## src/neighbor_difference_edge_map_macros.svh

```systemverilog
// Assertion helpers shared by the edge map modules.
`ifndef NEIGHBOR_DIFFERENCE_EDGE_MAP_MACROS_SVH
`define NEIGHBOR_DIFFERENCE_EDGE_MAP_MACROS_SVH

// Same-cycle implication, disabled while reset is asserted.
`define NDE_ASSERT_NOW(lbl, clk, rst_n, ante, cons, msg) \
    lbl: assert property (@(posedge clk) disable iff (!(rst_n)) (ante) |-> (cons)) \
        else $error(msg);

// Next-cycle implication, disabled while reset is asserted.
`define NDE_ASSERT_NEXT(lbl, clk, rst_n, ante, cons, msg) \
    lbl: assert property (@(posedge clk) disable iff (!(rst_n)) (ante) |=> (cons)) \
        else $error(msg);

`endif

```

## src/nde_pkg.sv

```systemverilog
`default_nettype none

package nde_pkg;

    // Field widths
    localparam int PIX_W  = 8;
    localparam int SUM_W  = 10;
    localparam int X_W    = 10;
    localparam int Y_W    = 12;
    localparam int INT_W  = 8;
    localparam int FW_W   = 11;
    localparam int FH_W   = 13;
    localparam int IN_W   = 24;
    localparam int OUT_W  = 32;

    // Configuration port
    localparam int CFG_IDX_W  = 2;
    localparam int CFG_DATA_W = 13;
    localparam logic [CFG_IDX_W-1:0] CFG_FRAME_WIDTH  = 2'd0;
    localparam logic [CFG_IDX_W-1:0] CFG_FRAME_HEIGHT = 2'd1;

    localparam logic [FW_W-1:0] FW_RESET   = 11'd1024;
    localparam logic [FH_W-1:0] FH_RESET   = 13'd1024;
    localparam logic [FH_W-1:0] MAX_HEIGHT = 13'd4096;

    // Queue between front and back
    localparam int QUEUE_DEPTH = 4;
    localparam int QPTR_W      = 2;
    localparam int QCNT_W      = 3;
    localparam int OCC_W       = QCNT_W + 1;

    // Result slots, in emission order
    localparam int RES_N  = 4;
    localparam int RES_UL = 0;   // (x-1, y-1): all four neighbors known
    localparam int RES_UP = 1;   // (x, y-1): last column of the row above
    localparam int RES_LF = 2;   // (x-1, y): bottom row
    localparam int RES_HR = 3;   // (x, y): bottom-right corner

    // Neighbor offsets
    localparam logic signed [2:0] OFF_RIGHT = -3'sd1;
    localparam logic signed [2:0] OFF_DOWN  = -3'sd1;
    localparam logic signed [2:0] OFF_DR    = -3'sd2;
    localparam logic signed [2:0] OFF_DL    = 3'sd0;

    typedef struct packed {
        logic [X_W-1:0]   x;
        logic [Y_W-1:0]   y;
        logic [SUM_W-1:0] s;
        logic [SUM_W-1:0] p1;
        logic [SUM_W-1:0] p2;
        logic [SUM_W-1:0] up_x;
        logic [SUM_W-1:0] up_xm1;
        logic [RES_N-1:0] res_mask;
        logic             use_p2;
    } t_item;

    typedef struct packed {
        logic  valid;
        t_item item;
    } t_slot;

    // (5 * |a - b + off|) mod 256
    function automatic logic [INT_W-1:0] edge_term(
        input logic [SUM_W-1:0] a,
        input logic [SUM_W-1:0] b,
        input logic signed [2:0] off
    );
        logic signed [11:0] d;
        logic [10:0]        mag;
        logic [7:0]         lo;
        d   = $signed({2'b00, a}) - $signed({2'b00, b}) + $signed({{9{off[2]}}, off});
        mag = d[11] ? 11'(-d) : d[10:0];
        lo  = mag[7:0];
        return lo + {lo[5:0], 2'b00};
    endfunction

endpackage

`default_nettype wire

```

## src/nde_back.sv

```systemverilog
`default_nettype none
`include "neighbor_difference_edge_map_macros.svh"

module nde_back
    import nde_pkg::*;
(
    input  wire logic             i_clk,
    input  wire logic             i_rst_n,
    input  wire t_slot            i_head,
    output logic                  o_pop,
    output logic                  o_tvalid,
    input  wire logic             i_tready,
    output logic [OUT_W-1:0]      o_tdata,
    output logic                  o_tlast
);

    logic [RES_N-1:0] r_done;
    logic             r_ovalid;
    logic [OUT_W-1:0] r_odata;
    logic             r_olast;

    t_item            it;
    logic [RES_N-1:0] rem, sel;
    logic             sel_last;
    logic             can_load;
    logic [X_W-1:0]   res_x;
    logic [Y_W-1:0]   res_y;
    logic [INT_W-1:0] res_v;
    logic [INT_W-1:0] t_dl;

    assign it       = i_head.item;
    assign rem      = it.res_mask & ~r_done;
    assign sel      = rem & (~rem + RES_N'(1));
    assign sel_last = ((rem & ~sel) == '0);
    assign can_load = !r_ovalid || i_tready;

    // Down-left neighbor only exists two columns in
    assign t_dl = it.use_p2 ? edge_term(it.up_xm1, it.p2, OFF_DL) : '0;

    // Pick the earliest pending result and form its word
    always_comb begin
        res_x = it.x;
        res_y = it.y;
        res_v = '0;
        priority if (rem[RES_UL]) begin
            res_x = it.x - X_W'(1);
            res_y = it.y - Y_W'(1);
            res_v = edge_term(it.up_xm1, it.up_x, OFF_RIGHT)
                  + edge_term(it.up_xm1, it.p1, OFF_DOWN)
                  + edge_term(it.up_xm1, it.s, OFF_DR)
                  + t_dl;
        end else if (rem[RES_UP]) begin
            res_y = it.y - Y_W'(1);
            res_v = edge_term(it.up_x, it.s, OFF_DOWN) + edge_term(it.up_x, it.p1, OFF_DL);
        end else if (rem[RES_LF]) begin
            res_x = it.x - X_W'(1);
            res_v = edge_term(it.p1, it.s, OFF_RIGHT);
        end else begin
            res_v = '0;
        end
    end

    // Sequencing over one queue word; output register
    always_ff @(posedge i_clk) begin
        if (!i_rst_n) begin
            r_done   <= '0;
            r_ovalid <= 1'b0;
        end else if (can_load) begin
            r_ovalid <= i_head.valid && (rem != '0);
            if (i_head.valid && !sel_last) begin
                r_done <= r_done | sel;
            end else begin
                r_done <= '0;
            end
        end
    end

    always_ff @(posedge i_clk) begin
        if (can_load) begin
            r_odata <= {{(OUT_W - INT_W - Y_W - X_W){1'b0}}, res_v, res_y, res_x};
            r_olast <= sel_last;
        end
    end

    // A word only leaves the queue once all its results are out
    assign o_pop    = i_head.valid && can_load && sel_last;
    assign o_tvalid = r_ovalid;
    assign o_tdata  = r_odata;
    assign o_tlast  = r_olast;

    `NDE_ASSERT_NOW(a_done_has_head, i_clk, i_rst_n, r_done != '0, i_head.valid,
        "partial results without a queued word")
    `NDE_ASSERT_NOW(a_done_in_mask, i_clk, i_rst_n, r_done != '0,
        (r_done & ~i_head.item.res_mask) == '0, "emitted result not in word")

endmodule

`default_nettype wire

```

## config.mk

```make
export PLATFORM = sky130hd
export DESIGN_NAME = nde_back
export DESIGN_NICKNAME = d
export VERILOG_FILES = /design/src/nde_pkg.sv /design/src/nde_back.sv
export VERILOG_INCLUDE_DIRS = /design/src /design/src/src
export SDC_FILE = /design/constraint.sdc
export NUM_CORES = 1
export LEC_CHECK = 0
export BUFFER_PORTS_ARGS = -buffer_cell sky130_fd_sc_hd__buf_2
export CORE_ASPECT_RATIO = 0.5
export CORE_MARGIN = 3
export CORE_UTILIZATION = 54
export DETAILED_ROUTE_END_ITERATION = 8
export GPL_TIMING_DRIVEN = 1
export PLACE_DENSITY = 0.76
export SETUP_SLACK_MARGIN = 0.3
export SLEW_MARGIN = 15
export SYNTH_ARGS = -nofsm -noshare
export SYNTH_HDL_FRONTEND = slang
export SYNTH_SLANG_ARGS = --single-unit
```

## constraint.sdc

```tcl
create_clock -name i_clk -period 14.74 [get_ports i_clk]
set_clock_uncertainty 0.2 [all_clocks]
set_input_delay 4.422 -clock i_clk [delete_from_list [all_inputs] [get_ports i_clk]]
set_output_delay 4.422 -clock i_clk [all_outputs]
set_load 0.03 [all_outputs]
```

==> results.md <==
* Number of fill cells at 1254
* Share of flip-flops with an asynchronous set or reset at 0%
* Share of cells above drive strength 1 at roughly 14%
* Number of enable flip-flop cells after synthesis at 31
* Clock Path Buffers at 2
* Post-synth cell types at 71
* Drt first-iter violations at roughly 310
* Root Buffer: clkbuf_16
* First-pass GRT wire length at between 30000 and 40000 microns
* Final hold vios at 0
* Cts hold-fix bufs at 0
* Post-Synth XOR/XNOR Area at between 10% and 20%
* Wirelength per Cell at approximately 16 microns
* Via count at about 7000
* Yosys warns at 0
* Num CTS Buffers at 5
* Max-slew violation count at 0
* Initial Util at a little under three fifths
* Critical-path top delay cell: fa_1
* Sequential element share of the synthesized area at around an eighth
* GRT Overall Usage at 23.8%
* Routability cong. at ~0.94
* Hold/Removal Path Class: flip-flop to flip-flop
* Post-Route WL at about 20000 microns
* GR Overflow Total at 0
* Vias in the first global route at between 7000 and 8000
* Synth Register Bits at 36
* Mapped Area at around 0.0080 sq mm
* Max FO, Critical Path at 8
* Die height at 92.3 microns
* ANT cells at 0
* Syn Inst Count at around 960
* WS Path Type: input pin to flip-flop
* Core area at approximately 0.014 sq mm
* Max_cap viols at 0
* Num ports at 116
* Dpl cell area at 0.00882 sq mm
* Status: finished, final reports clean
* H-tree Lvls at 2
* CP required at roughly 15000 ps
* Final setup TNS at 0 ps
* Largest family of logic cells by synthesized area: adder cells
* Most frequent cells in the layout: inv_1 (143), buf_2 (113), ha_1 (110)
* Synth Area in Simple Gates at 16.8%
* Die Width at 179 microns
* Initial antenna violation count at 0
* Layout area overhead at 11.5%
* Final setup fails at 0
* Critical Path Sink Type: flip-flop
* Postcts setup bufs at 0
* Die area at about 0.016 sq mm
* Post-DP HPWL at between 15000 and 20000 microns
* Crit path largest cell delay at 560 ps
* CP dominant cell by count: inv_1
* DRC at 0
* Total iterations of the first detailed-routing run at 4
* Final #Nets at roughly 1300
* Final ANT Viol Nets at 0
* Worst-path clk slew at roughly 50 ps
* Worst Path Arrival at between 10000 and 15000 ps
* FMAX at between 70 and 80 MHz
* Clock sinks at 36
* Worst slew pin tran at between 800 and 900 ps
* Drt via density at about 5.6
* Final period util at approximately 86%
* Slew headroom at between 40% and 50%
* Final instance area at between 0.008 and 0.009 sq mm
* Most common cell after layout, fill and taps aside: inv_1
* Synth Area in Adders at between 20% and 30%
* Compound-Gate Fraction of Synth Area at 16.0%
* Tmin final at between 10000 and 15000 ps
* Synth Flop Type: edfxtp_1
* Row cnt at 30
* RSZ-0062 raised after global routing: no
* Avg Inst Size Synth at between 8 and 9 sq um
* CTS tree: built
* Clk Latency, worst-skew pair at 270 ps
* Largest net degree at the start of global routing at 39
* PostCTS Resize Cnt at 0
* Port bufs at between 100 and 150
* Post-synthesis mux area share at under 10%
* Startpoint Class: input pin
## layout make-up
type	count	area (sq um)	share of cell area, %
Clock inverter	1	7.51	0.0837
Multi-Input combinational cell	773	6440	71.8
Clock buffer	7	143	1.59
Timing Repair Buffer	114	573	6.39
Inverter	143	537	5.98
Tap cell	192	240	2.68
Sequential cell	36	1030	11.5
## flip-flops by register name, summed over array words and instances, names as in the netlist
signal and count:
o_tvalid 1, o_tlast 1, r_done 4, o_tdata 30
## synth_stat cells (all sizes together) (5+ instances only)
master	number	area share, %
a21oi	57	3.5
ha	110	17
nor2	69	3.2
nand2	49	2.3
and3	8	0.64
mux2i	9	1.1
nand3	17	1.1
nand2b	12	0.93
edfxtp	31	12
a31oi	8	0.62
a21o	25	2.3
o21a	17	1.6
xor2	46	5.0
nand3b	5	0.47
nor4	10	0.78
o221ai	5	0.62
dfxtp	5	1.2
and2	5	0.39
o31a	6	0.65
a211oi	5	0.47
nor3	21	1.4
a21boi	7	0.65
xnor2	98	11
nor2b	20	1.6
inv	143	6.7
or2	9	0.70
or3	10	0.81
a221oi	7	0.84
nor3b	8	0.75
o21ai	33	2.1
fa	48	12
## cell families (layout without fill, tap and decap cells)
kind of cell    after synthesis  after routing
flops                        36             36
fa+ha+maj                   158            158
compound gates              195            195
simple gates                260            260
buf+inv                     149            265
mux                          10             10
xor+xnor                    148            148
other cells                   1              2
## final timing paths
kind / from / end / slack [ps] / depth (start not counted)
max: i_head[5] / o_tdata[29]$_DFFE_PN_ / 1990 / 36
min: r_done[3]$_SDFFE_PN0N_ / r_done[3]$_SDFFE_PN0N_ / 280 / 2
max reg2reg: r_done[0]$_SDFFE_PN0N_ / o_tdata[20]$_DFFE_PN_ / 11670 / 8
min reg2reg: r_done[3]$_SDFFE_PN0N_ / r_done[3]$_SDFFE_PN0N_ / 280 / 2
## metal layers
metal | global-route usage, % | share of wire (%) | vias to the layer above
met1 | 30.4 | 45 | 3307
li1 | - | - | 3503
met3 | 2.95 | 6.7 | 24
met5 | 0 | 0 | -
met4 | 5.25 | 1.5 | 0
met2 | 43.0 | 47 | 203
## critical path, delay by kind of cell
family	cells	cell delay, ps
and+or+nand+nor	3	500
buffers and inverters	9	690
adders and majority gates	10	3870
xor gates and xnor gates	7	1600
AOI/OAI and AO/OA	7	1550
## through the flow
step	std cells	hold slack (ps)	setup slack, ps	util [%]
detailed placement	1258	273	1770	62.8
finish	1266	283	1990	63.9
floorplan	958	228	2650	-
global placement	1258	243	2010	62.8
global route	1266	319	1560	63.9
CTS	1266	287	2030	63.9
Power is left out: the tool's default activity adds up to more than one toggle a clock period on the data nets, which glitch-free logic cannot reach.
