**src/neighbor_difference_edge_map_macros.svh**
```systemverilog
// Assertion helpers shared by the edge map modules.
`ifndef NEIGHBOR_DIFFERENCE_EDGE_MAP_MACROS_SVH
`define NEIGHBOR_DIFFERENCE_EDGE_MAP_MACROS_SVH

// Same-cycle implication, disabled while reset is asserted.
`define NDE_ASSERT_NOW(lbl, clk, rst_n, ante, cons, msg) \
    lbl: assert property (@(posedge clk) disable iff (!(rst_n)) (ante) |-> (cons)) \
        else $error(msg);

// Next-cycle implication, disabled while reset is asserted.
`define NDE_ASSERT_NEXT(lbl, clk, rst_n, ante, cons, msg) \
    lbl: assert property (@(posedge clk) disable iff (!(rst_n)) (ante) |=> (cons)) \
        else $error(msg);

`endif

```
**src/nde_pkg.sv**
```systemverilog
`default_nettype none

package nde_pkg;

    // Field widths
    localparam int PIX_W  = 8;
    localparam int SUM_W  = 10;
    localparam int X_W    = 10;
    localparam int Y_W    = 12;
    localparam int INT_W  = 8;
    localparam int FW_W   = 11;
    localparam int FH_W   = 13;
    localparam int IN_W   = 24;
    localparam int OUT_W  = 32;

    // Configuration port
    localparam int CFG_IDX_W  = 2;
    localparam int CFG_DATA_W = 13;
    localparam logic [CFG_IDX_W-1:0] CFG_FRAME_WIDTH  = 2'd0;
    localparam logic [CFG_IDX_W-1:0] CFG_FRAME_HEIGHT = 2'd1;

    localparam logic [FW_W-1:0] FW_RESET   = 11'd1024;
    localparam logic [FH_W-1:0] FH_RESET   = 13'd1024;
    localparam logic [FH_W-1:0] MAX_HEIGHT = 13'd4096;

    // Queue between front and back
    localparam int QUEUE_DEPTH = 4;
    localparam int QPTR_W      = 2;
    localparam int QCNT_W      = 3;
    localparam int OCC_W       = QCNT_W + 1;

    // Result slots, in emission order
    localparam int RES_N  = 4;
    localparam int RES_UL = 0;   // (x-1, y-1): all four neighbors known
    localparam int RES_UP = 1;   // (x, y-1): last column of the row above
    localparam int RES_LF = 2;   // (x-1, y): bottom row
    localparam int RES_HR = 3;   // (x, y): bottom-right corner

    // Neighbor offsets
    localparam logic signed [2:0] OFF_RIGHT = -3'sd1;
    localparam logic signed [2:0] OFF_DOWN  = -3'sd1;
    localparam logic signed [2:0] OFF_DR    = -3'sd2;
    localparam logic signed [2:0] OFF_DL    = 3'sd0;

    typedef struct packed {
        logic [X_W-1:0]   x;
        logic [Y_W-1:0]   y;
        logic [SUM_W-1:0] s;
        logic [SUM_W-1:0] p1;
        logic [SUM_W-1:0] p2;
        logic [SUM_W-1:0] up_x;
        logic [SUM_W-1:0] up_xm1;
        logic [RES_N-1:0] res_mask;
        logic             use_p2;
    } t_item;

    typedef struct packed {
        logic  valid;
        t_item item;
    } t_slot;

    // (5 * |a - b + off|) mod 256
    function automatic logic [INT_W-1:0] edge_term(
        input logic [SUM_W-1:0] a,
        input logic [SUM_W-1:0] b,
        input logic signed [2:0] off
    );
        logic signed [11:0] d;
        logic [10:0]        mag;
        logic [7:0]         lo;
        d   = $signed({2'b00, a}) - $signed({2'b00, b}) + $signed({{9{off[2]}}, off});
        mag = d[11] ? 11'(-d) : d[10:0];
        lo  = mag[7:0];
        return lo + {lo[5:0], 2'b00};
    endfunction

endpackage

`default_nettype wire

```
**src/nde_queue.sv**
```systemverilog
`default_nettype none
`include "neighbor_difference_edge_map_macros.svh"

module nde_queue
    import nde_pkg::*;
(
    input  wire logic          i_clk,
    input  wire logic          i_rst_n,
    input  wire t_slot         i_push,
    output logic [QCNT_W-1:0]  o_count,
    output t_slot              o_head,
    input  wire logic          i_pop
);

    t_item             r_mem [QUEUE_DEPTH];
    logic [QPTR_W-1:0] r_wp, r_rp;
    logic [QCNT_W-1:0] r_count;

    // Storage
    always_ff @(posedge i_clk) begin
        if (i_push.valid) begin
            r_mem[r_wp] <= i_push.item;
        end
    end

    // Pointers and fill level
    always_ff @(posedge i_clk) begin
        if (!i_rst_n) begin
            r_wp    <= '0;
            r_rp    <= '0;
            r_count <= '0;
        end else begin
            if (i_push.valid) begin
                r_wp <= r_wp + QPTR_W'(1);
            end
            if (i_pop) begin
                r_rp <= r_rp + QPTR_W'(1);
            end
            r_count <= r_count + QCNT_W'(i_push.valid) - QCNT_W'(i_pop);
        end
    end

    assign o_count = r_count;
    assign o_head  = '{valid: (r_count != '0), item: r_mem[r_rp]};

    `NDE_ASSERT_NOW(a_no_overflow, i_clk, i_rst_n, i_push.valid,
        r_count < QCNT_W'(QUEUE_DEPTH), "push into full queue")
    `NDE_ASSERT_NOW(a_no_underflow, i_clk, i_rst_n, i_pop, r_count != '0, "pop from empty queue")

endmodule

`default_nettype wire

```
**config.mk**
```make
export PLATFORM = sky130hd
export DESIGN_NAME = nde_queue
export DESIGN_NICKNAME = d
export VERILOG_FILES = /design/src/nde_pkg.sv /design/src/nde_queue.sv
export VERILOG_INCLUDE_DIRS = /design/src /design/src/src
export SDC_FILE = /design/constraint.sdc
export NUM_CORES = 1
export LEC_CHECK = 0
export BUFFER_PORTS_ARGS = -buffer_cell sky130_fd_sc_hd__buf_2
export CORE_ASPECT_RATIO = 0.8
export CORE_MARGIN = 2
export CORE_UTILIZATION = 30
export CTS_BUF_LIST = sky130_fd_sc_hd__clkbuf_16
export CTS_CLUSTER_DIAMETER = 150
export DETAILED_ROUTE_END_ITERATION = 10
export GPL_TIMING_DRIVEN = 1
export PLACE_DENSITY = 0.58
export SYNTH_ARGS = -nofsm -noshare
export SYNTH_HDL_FRONTEND = slang
export SYNTH_SLANG_ARGS = --single-unit
```
**constraint.sdc**
```tcl
create_clock -name i_clk -period 3 [get_ports i_clk]
set_input_delay 0.6 -clock i_clk [delete_from_list [all_inputs] [get_ports i_clk]]
set_output_delay 0.6 -clock i_clk [all_outputs]
set_load 0.01 [all_outputs]
```
==> results of run 1 <==
[metal layers]
metal	vias up	part of all wire [%]	global-route usage, %
li1	2287	-	-
met5	-	0.057	0
met2	140	47	18.1
met4	2	2.2	3.41
met1	2713	45	15.2
met3	45	5.7	3.24
[registers in the layout (all words and copies together) (netlist names), named ones only]
register	cells
r_rp	2
r_wp	2
o_count	3
r_mem	308
[area by class of cell]
type / instances / area [um2] / share of cell area [%]
flip-flops and latches: 317 / 9440 / 67.0
multi-input cells: 103 / 1980 / 14.0
repair buffers: 174 / 1030 / 7.30
clock buffers: 35 / 876 / 6.21
well taps: 495 / 619 / 4.39
clock inverters: 22 / 130 / 0.923
inverters: 7 / 26.3 / 0.186
diodes: 1 / 2.50 / 0.0178
[layout by cell type, fill, tap and decap left out, drive strengths merged]
master and n:
edfxtp 308, buf 174, mux4 77, clkbuf 35, inv 19, dfxtp 9
clkinv 7, ha 6, and2 6, nor2 5, xnor2 2, clkinvlp 2
diode 1, or3 1, a21bo 1, nand3b 1, a21oi 1, mux2i 1
xor3 1, fa 1, bufinv 1
[cell families (layout without fill, tap and decap cells)]
| kind of cell | count (synthesis) | after routing | share of synthesized area (%) |
|---|---|---|---|
| mux | 78 | 78 | 15.1 |
| xor+xnor | 3 | 3 | 0.356 |
| simple gates | 13 | 13 | 0.605 |
| buf+inv | 25 | 238 | 1.62 |
| other cells | 0 | 1 | 0 |
| flops | 317 | 317 | 81.4 |
| compound gates | 2 | 2 | 0.130 |
| fa+ha+maj | 7 | 7 | 0.821 |
[power by group through the flow]
stage / clock (mW) / combinational (mW) / sequential [mW]
finish: 3.78 / 0.952 / 5.16
global route: 4.10 / 1.04 / 5.18
CTS: 3.92 / 0.986 / 5.17
detailed placement: 0 / 0.982 / 5.26
global placement: 0 / 0.974 / 5.25
floorplan: 0 / 0.583 / 5.24
[critical path, delay by kind of cell (launching register included)]
kind / cells / cell delay, ps
buffers and inverters: 2 / 460
flip-flops: 1 / 530
multiplexers: 1 / 580
[worst max path at each step]
stage               startpoint          end  slack, ps  cells past startpoint
floorplan           i_push[77]  r_mem[0][0]        160                      1
global placement      register   o_head[76]        750                      3
detailed placement    register   o_head[76]        760                      3
CTS                   register   o_head[76]        190                      3
global route          register   o_head[76]        140                      3
finish                register   o_head[76]        270                      3
==> flow_summary_export.csv, run 1 <==
group,metric,value,unit
pwr,power_switching,2.16,mW
clock_tree,cts_htree_levels,2,
routing,via_per_inst,4.49,
clock_tree,clock_path_buffers,3,
worst_setup_path,worstRegToRegCells,3,
synthesis,synth.cell_area,11600,um2
placed_design,dpl.hpwl,13800,um
die,chipHeight,180,um
clock_tree,cts-root-buf,"sky130_fd_sc_hd__clkbuf_16",
layout,drive_gt1_share,45.7,%
timing,max_freq,367,MHz
clock_tree,post-cts-setup-buffers,0,
layout,area_growth,21.7,%
synthesis,post-synth-top-count-cell,"sky130_fd_sc_hd__edfxtp_1",
routing,drt_wl_total,22800,um
synthesis,synthCells,445,
placed_design,placed_area,13100,um2
synthesis,syn_avg_cell_area,26.0,um2
synthesis,syn_nets,533,
worst_setup_path,path_class,"reg2out",
pwr,cellLeakagePower,4.73,nW
clock_tree,hold_fix_buffers_at_cts,0,
die,row_count,64,
die,initial_core_utilization,30.4,%
worst_hold_path,hold_path_depth,1,
routing,routed-via-count,5187,
timing,timing.clock.skew,11.1,ps
synthesis,synth_largest_area_cell,"sky130_fd_sc_hd__edfxtp_1",
pwr,seqPwrFrac,52.2,%
layout,post_layout_nonfiller_instances,1154,
pwr,worst_ir_drop_vdd,0.350,mV
pwr,p_sw_share,21.8,%
timing,finalMaxSlewViolations,0,
routing,count_of_tritonroute_iterations_in_the_first_routing_pass,4,
worst_setup_path,ff_to_ff_end,"r_mem[3][69]",
synthesis,synth_top_area_share,79.9,%
placed_design,portBuffers,161,
worst_hold_path,timing.hold.worst.class,"in2reg",
routing,remaining_drc_errors,0,
global_route,globalRouteTotalUtil,11.4,%
routing,drtIter0Drc,255,
worst_setup_path,worst_path_fanout_max,32,
clock_tree,cts_resized,0,
clock_tree,tritoncts_num_sinks,317,
global_route,global_route_wire_length_before_repair,34200,um
timing,worst_slew_pin_slew,523,ps
global_route,globalRouteOverflowTotal,0,
worst_setup_path,reg2reg_slack,1290,ps
synthesis,yosys_warnings,0,
routing,routedWlPerCell,19.7,um
job,drv.max_cap_violation_count,0,
clock_tree,path_clk_slew,70,ps
pwr,clock_power_share,38.2,%
worst_setup_path,cpPeakStageDelay,580,ps
die,fp.coreArea,38100,um2
synthesis,seq_area_frac_synth,81.4,%
clock_tree,cts_inserted_buffers,34,
placed_design,place_inst,1096,
timing,finalSetupTns,0,ps
routing,ant_nets,0,
layout,final.fill_count,3480,
worst_setup_path,timing.critical_path.slowest_stage_cell,"sky130_fd_sc_hd__mux4_2",
layout,finish.utilization,37.0,%
global_route,first_global_vias,5642,
layout,stdcell_area,14100,um2
clock_tree,clk_latency,510,ps
worst_setup_path,crit_chain,"buf_12 > mux4_2 > buf_2",
worst_hold_path,timing.hold.worst.start,"i_push[15]",
die,io_pins,162,
die,floorplan.die_area,40200,um2
synthesis,postSynthRegisterBits,317,
worst_setup_path,end_kind,"primary output",
die,floorplan.die.width,224,um
global_route,grt_start_max_net_pins,42,
placed_design,globalplace.congestion,0.659,
timing,finalHoldViolCount,0,
timing,minimum_period_implied_by_the_final_worst_setup_slack,2730,ps
synthesis,async_flop_share,0,%
timing,worst_slew_margin_rel,65.1,%
worst_setup_path,crit_path_start_kind,"register",
worst_setup_path,worst-endpoint-arrival,2130,ps
placed_design,placement.setup.worst_slack,755,ps
global_route,antenna_found_initial,4,
synthesis,synth-edff-count,308,
pwr,power.combinational.fraction,9.6,%
worst_setup_path,crit-reg2reg-launch,"r_wp[0]",
synthesis,synth.cells.most_frequent,"sky130_fd_sc_hd__edfxtp_1 (308), sky130_fd_sc_hd__mux4_2 (77), sky130_fd_sc_hd__dfxtp_1 (9), sky130_fd_sc_hd__inv_1 (7)",
timing,fin_worst_hold_slack,302,ps
synthesis,postSynth.topFlopCell,"sky130_fd_sc_hd__edfxtp_1",
pwr,p_int,7.74,mW
timing,count_of_endpoints_failing_setup_in_the_final_report,0,
layout,layout.nets,725,
pwr,power-per-cell-area,702,nW/um2
timing,layout_worst_path_cycle_share,90.9,%
synthesis,synth.top_cells.by_area,"sky130_fd_sc_hd__edfxtp_1 (80%), sky130_fd_sc_hd__mux4_2 (15%), sky130_fd_sc_hd__dfxtp_1 (1.6%)",
synthesis,synthDistinctLibCells,20,
clock_tree,tritoncts_clock_tree,"yes",
worst_setup_path,critPathRequiredTime,2400,ps
timing,rsz_0062_raised_after_global_routing,"no",
pwr,fin_total_pwr,9.90,mW
worst_hold_path,hold_path_end,"r_mem[3][15]",
timing,setup_slack,274,ps
status,status,"complete, no violations",
No activity file was read; power rests on OpenSTA's default activity.
==> run 2: changes to the inputs <==
--- a/config.mk
+++ b/config.mk
@@ -9,12 +9,12 @@
 export BUFFER_PORTS_ARGS = -buffer_cell sky130_fd_sc_hd__buf_2
 export CORE_ASPECT_RATIO = 0.8
 export CORE_MARGIN = 2
-export CORE_UTILIZATION = 30
+export CORE_UTILIZATION = 50
 export CTS_BUF_LIST = sky130_fd_sc_hd__clkbuf_16
 export CTS_CLUSTER_DIAMETER = 150
 export DETAILED_ROUTE_END_ITERATION = 10
 export GPL_TIMING_DRIVEN = 1
-export PLACE_DENSITY = 0.58
+export PLACE_DENSITY = 0.83
 export SYNTH_ARGS = -nofsm -noshare
 export SYNTH_HDL_FRONTEND = slang
 export SYNTH_SLANG_ARGS = --single-unit
==> run 2 against run 1 <==
Worst setup slack got worse by 32 ps. Wire length down 3.1%. Clock-buffer cell count down 4. Fmax fell by 1.2%. Clock skew grew 5.5 ps. Highest routed layer unchanged. Global-route usage rose by 6.9 points. Clock power is 4% lower. Critical endpoint is now o_head[26]. Largest cell class unchanged. Largest power group unchanged.
==> flow_summary_export.csv, run 2 (synthesis gave the netlist of run 1 again) <==
group,metric,value,unit
die,floorplan.die_area,24400,um2
timing,fin_worst_hold_slack,270,ps
timing,rsz_0062_raised_after_global_routing,"no",
timing,worst_slew_pin_slew,595,ps
status,status,"complete, no violations",
routing,count_of_tritonroute_iterations_in_the_first_routing_pass,4,
global_route,antenna_found_initial,4,
job,drv.max_cap_violation_count,0,
worst_setup_path,worst-endpoint-arrival,2160,ps
die,row_count,49,
timing,finalHoldViolCount,0,
clock_tree,hold_fix_buffers_at_cts,0,
layout,layout_common_cells,"sky130_fd_sc_hd__edfxtp_1 (308), sky130_fd_sc_hd__buf_2 (161), sky130_fd_sc_hd__mux4_2 (77)",
timing,minimum_period_implied_by_the_final_worst_setup_slack,2760,ps
timing,finalSetupTns,0,ps
worst_setup_path,ff_to_ff_end,"r_mem[2][28]",
placed_design,portBuffers,161,
pwr,worst_ir_drop_vdd,0.444,mV
worst_hold_path,timing.hold.worst.class,"in2reg",
timing,layout_worst_path_cycle_share,91.9,%
placed_design,globalplace.congestion,0.733,
worst_setup_path,reg2reg_slack,1160,ps
layout,final.fill_count,1550,
die,initial_core_utilization,51.2,%
routing,drtIter0Drc,471,
layout,layout_commonest_cell,"sky130_fd_sc_hd__edfxtp_1",
pwr,fin_total_pwr,9.74,mW
worst_setup_path,crit_path_start_kind,"register",
clock_tree,clock_path_buffers,3,
layout,layout.nets,723,
worst_setup_path,crit-reg2reg-launch,"r_wp[0]",
clock_tree,cts_resized,0,
timing,finalMaxSlewViolations,0,
clock_tree,post-cts-setup-buffers,0,
clock_tree,tritoncts_clock_tree,"yes",
placed_design,placement.setup.worst_slack,758,ps
layout,area_growth,18.7,%
worst_setup_path,worst_path_fanout_max,29,
clock_tree,tritoncts_num_sinks,317,
pwr,cellLeakagePower,4.68,nW
die,chipHeight,140,um
routing,routedWlPerCell,22.8,um
layout,largest_register_ff_count,308,
worst_setup_path,critPathRequiredTime,2400,ps
global_route,globalRouteTotalUtil,18.3,%
timing,setup_slack,242,ps
clock_tree,clk_latency,540,ps
worst_setup_path,end_kind,"primary output",
worst_setup_path,critPathCapture,"o_head[26]",
die,floorplan.die.width,174,um
timing,worst_slew_margin_rel,60.3,%
global_route,first_global_vias,5709,
layout,drive_gt1_share,45.4,%
die,io_pins,162,
clock_tree,cts_htree_levels,1,
global_route,globalRouteOverflowTotal,0,
pwr,power-per-cell-area,708,nW/um2
routing,drt_wl_total,22100,um
routing,via_per_inst,5.49,
routing,routed-via-count,5311,
worst_setup_path,path_class,"reg2out",
worst_setup_path,worstRegToRegCells,4,
timing,count_of_endpoints_failing_setup_in_the_final_report,0,
global_route,grt_start_max_net_pins,49,
routing,remaining_drc_errors,0,
clock_tree,path_clk_slew,60,ps
clock_tree,cts_inserted_buffers,30,
timing,max_freq,363,MHz
global_route,global_route_wire_length_before_repair,33500,um
placed_design,dpl.hpwl,13400,um
clock_tree,cts-root-buf,"sky130_fd_sc_hd__clkbuf_16",
die,fp.coreArea,22600,um2
routing,ant_nets,0,
timing,timing.clock.skew,16.5,ps
layout,register_containing_the_most_flip_flops_in_the_final_layout,"r_mem",
[run 2: cell type report]
cell class	count	area (um2)	share of cell area (%)
Sequential cell	317	9440	68.7
Tap cell	306	383	2.79
Timing Repair Buffer	176	956	6.95
Clock buffer	31	776	5.64
Inverter	7	26.3	0.191
Antenna cell	3	7.51	0.0546
Clock inverter	25	185	1.35
Multi-Input combinational cell	103	1980	14.4
[run 2: worst min path at each step]
stage	to	cells after the start	start
global route	r_mem[3][71]	1	i_push[71]
global placement	register	2	r_rp[1]
finish	r_mem[2][3]	1	i_push[3]
detailed placement	register	2	r_rp[1]
CTS	r_mem[3][3]	1	i_push[3]
floorplan	register	2	r_rp[1]
[run 2: metal layers]
metal  GRT usage (%)  vias to the layer above  part of all wire (%)
li1                -                     2283                     -
met1            25.6                     2762                    42
met2            29.5                      234                    48
met3            4.89                       30                   7.9
met4            3.89                        2                   1.9
met5               0                        -                 0.041
[run 2: critical path, cell delays in order, from the launching register on]
cell	delay [ps]
sky130_fd_sc_hd__dfxtp_4	350
sky130_fd_sc_hd__buf_4	500
sky130_fd_sc_hd__mux4_2	610
sky130_fd_sc_hd__buf_2	160
[run 2: through the flow]
step                      utilization [%]  cells  cell area, um2
after global routing                 60.7    966           13700
final                                60.8    968           13700
after global placement               56.5    909           12800
after floorplan                         -    445           11600
after CTS                            60.7    965           13700
after detailed placement             56.5    909           12800
[run 2: report_power, final]
part           internal (mW)  leakage [nW]  switching, mW  total, mW
Clock                   2.11         0.486           1.52       3.63
Combinational          0.444          1.29          0.495      0.939
Sequential              5.09          2.90         0.0766       5.17
Total                   7.64          4.68           2.09       9.74
==> run 3: changes to the inputs <==
--- a/config.mk
+++ b/config.mk
@@ -14,7 +14,7 @@
 export CTS_CLUSTER_DIAMETER = 150
 export DETAILED_ROUTE_END_ITERATION = 10
 export GPL_TIMING_DRIVEN = 1
-export PLACE_DENSITY = 0.83
+export PLACE_DENSITY = 0.8
 export SYNTH_ARGS = -nofsm -noshare
 export SYNTH_HDL_FRONTEND = slang
 export SYNTH_SLANG_ARGS = --single-unit
==> constraint.sdc (replaced) <==
create_clock -name i_clk -period 3.1 [get_ports i_clk]
set_input_delay 0.62 -clock i_clk [delete_from_list [all_inputs] [get_ports i_clk]]
set_output_delay 0.62 -clock i_clk [all_outputs]
set_load 0.01 [all_outputs]
==> run 3 against run 2 <==
Power decreased by 5.0%. Worst hold slack improved by 24 ps. Critical path depth unchanged. Largest cell class unchanged.
==> flow_summary_export.csv, run 3 (synthesis gave the netlist of run 1 again) <==
group,metric,value,unit
global_route,globalRouteOverflowTotal,0,
die,chipHeight,140,um
die,io_pins,162,
die,initial_core_utilization,51.2,%
clock_tree,tritoncts_num_sinks,317,
clock_tree,cts_inserted_buffers,30,
clock_tree,clock_path_buffers,3,
clock_tree,cts_htree_levels,1,
timing,fin_worst_hold_slack,294,ps
die,floorplan.die_area,24400,um2
worst_setup_path,critPathRequiredTime,2480,ps
die,row_count,49,
global_route,grt_start_max_net_pins,53,
worst_hold_path,timing.hold.worst.start,"i_push[7]",
global_route,grtUsageMet1,23.9,%
pwr,worst_ir_drop_vdd,0.493,mV
pwr,cellLeakagePower,4.66,nW
worst_setup_path,worst_path_fanout_max,31,
timing,count_of_endpoints_failing_setup_in_the_final_report,0,
clock_tree,clk_latency,530,ps
global_route,grt_util_met2,30.7,%
layout,layout_common_cells,"sky130_fd_sc_hd__edfxtp_1 (308), sky130_fd_sc_hd__buf_2 (161), sky130_fd_sc_hd__mux4_2 (77)",
routing,drt_wl_total,21500,um
pwr,power.combinational.fraction,9.8,%
layout,drive_gt1_share,45.9,%
timing,worst_slew_pin_slew,642,ps
routing,ant_nets,0,
clock_tree,post-cts-setup-buffers,0,
layout,layout.nets,719,
die,fp.coreArea,22600,um2
pwr,power_switching,2.02,mW
timing,finalMaxSlewViolations,0,
pwr,seqPwrFrac,54.0,%
pwr,p_int,7.24,mW
worst_hold_path,timing.hold.worst.class,"in2reg",
timing,minimum_period_implied_by_the_final_worst_setup_slack,2800,ps
pwr,clock_power_share,36.2,%
worst_setup_path,crit-reg2reg-launch,"r_wp[0]",
layout,layout_commonest_cell,"sky130_fd_sc_hd__edfxtp_1",
routing,count_of_tritonroute_iterations_in_the_first_routing_pass,4,
pwr,power-per-cell-area,676,nW/um2
routing,via_per_inst,5.45,
worst_setup_path,path_class,"reg2out",
pwr,fin_total_pwr,9.25,mW
clock_tree,cts-root-buf,"sky130_fd_sc_hd__clkbuf_16",
timing,worst_slew_margin_rel,57.2,%
routing,routed-via-count,5243,
placed_design,globalplace.congestion,0.766,
timing,finalSetupTns,0,ps
worst_hold_path,hold_path_depth,1,
global_route,globalRoute.busiestLayer,"met2",
routing,drtIter0Drc,421,
timing,layout_worst_path_cycle_share,90.5,%
clock_tree,tritoncts_clock_tree,"yes",
worst_hold_path,hold_path_end,"r_mem[1][7]",
global_route,grtUsageMet3,3.96,%
pwr,p_sw_share,21.8,%
job,drv.max_cap_violation_count,0,
routing,routedWlPerCell,22.4,um
global_route,globalRouteTotalUtil,17.8,%
die,floorplan.die.width,174,um
clock_tree,path_clk_slew,60,ps
worst_setup_path,worstRegToRegCells,3,
layout,finish.utilization,60.5,%
placed_design,dpl.hpwl,13200,um
global_route,first_global_vias,5778,
global_route,antenna_found_initial,2,
routing,remaining_drc_errors,0,
worst_setup_path,end_kind,"primary output",
layout,register_containing_the_most_flip_flops_in_the_final_layout,"r_mem",
placed_design,portBuffers,161,
global_route,global_route_wire_length_before_repair,33200,um
layout,largest_register_ff_count,308,
timing,max_freq,357,MHz
worst_setup_path,worst-endpoint-arrival,2180,ps
worst_setup_path,reg2reg_slack,1240,ps
clock_tree,cts_resized,0,
timing,finalHoldViolCount,0,
timing,timing.clock.skew,6.64,ps
worst_setup_path,ff_to_ff_end,"r_mem[1][21]",
timing,rsz_0062_raised_after_global_routing,"no",
worst_setup_path,crit_path_start_kind,"register",
clock_tree,hold_fix_buffers_at_cts,0,
layout,area_growth,18.2,%
status,status,"complete, no violations",
[run 3: changes by cell type in the layout (fill, tap and decap cells not counted), sizes merged]
cell	change
buf	-4
inv	+1
bufinv	-2
diode	-1
[run 3: metrics by stage]
step	instance area [um2]	setup slack, ps	cells
after global routing	13700	152	960
after floorplan	11600	240	445
final	13700	295	962
after global placement	12800	846	905
after CTS	13700	221	960
after detailed placement	12800	812	905
[run 3: per-layer routing]
metal	wire length [um]	vias up
met2	10900	188
met1	8850	2735
met4	335	2
met5	13	-
li1	-	2286
met3	1440	32
[run 3: worst max-delay path by stage]
stage | startpoint | to | slack, ps | cells past startpoint
floorplan | i_push[77] | r_mem[0][0] | 240 | 1
global placement | register | o_head[46] | 850 | 3
detailed placement | register | o_head[13] | 810 | 3
CTS | register | o_head[13] | 220 | 3
global route | register | o_head[46] | 150 | 3
finish | register | o_head[13] | 300 | 3
[run 3: area by class of cell]
type | count | area, um2
sequential | 317 | 9440
fill | 1605 | 8930
multi-input combinational | 103 | 1980
timing repair buffer | 172 | 951
clock buffer | 31 | 776
tap | 306 | 383
clock inverter | 24 | 138
inverter | 7 | 26.3
antenna | 2 | 5.00
[run 3: power by group through the flow]
| stage | Sequential (mW) | Clock (mW) | Combinational (mW) |
|---|---|---|---|
| finish | 5.00 | 3.35 | 0.906 |
| global route | 5.01 | 3.59 | 0.985 |
| CTS | 5.00 | 3.43 | 0.928 |
| detailed placement | 5.09 | 0 | 0.923 |
| global placement | 5.07 | 0 | 0.892 |
| floorplan | 5.07 | 0 | 0.564 |
[run 3: worst max-delay path, stage by stage (launching register included)]
cell                      delay, ps
sky130_fd_sc_hd__dfxtp_4        360
sky130_fd_sc_hd__buf_4          510
sky130_fd_sc_hd__mux4_2         610
sky130_fd_sc_hd__buf_2          160
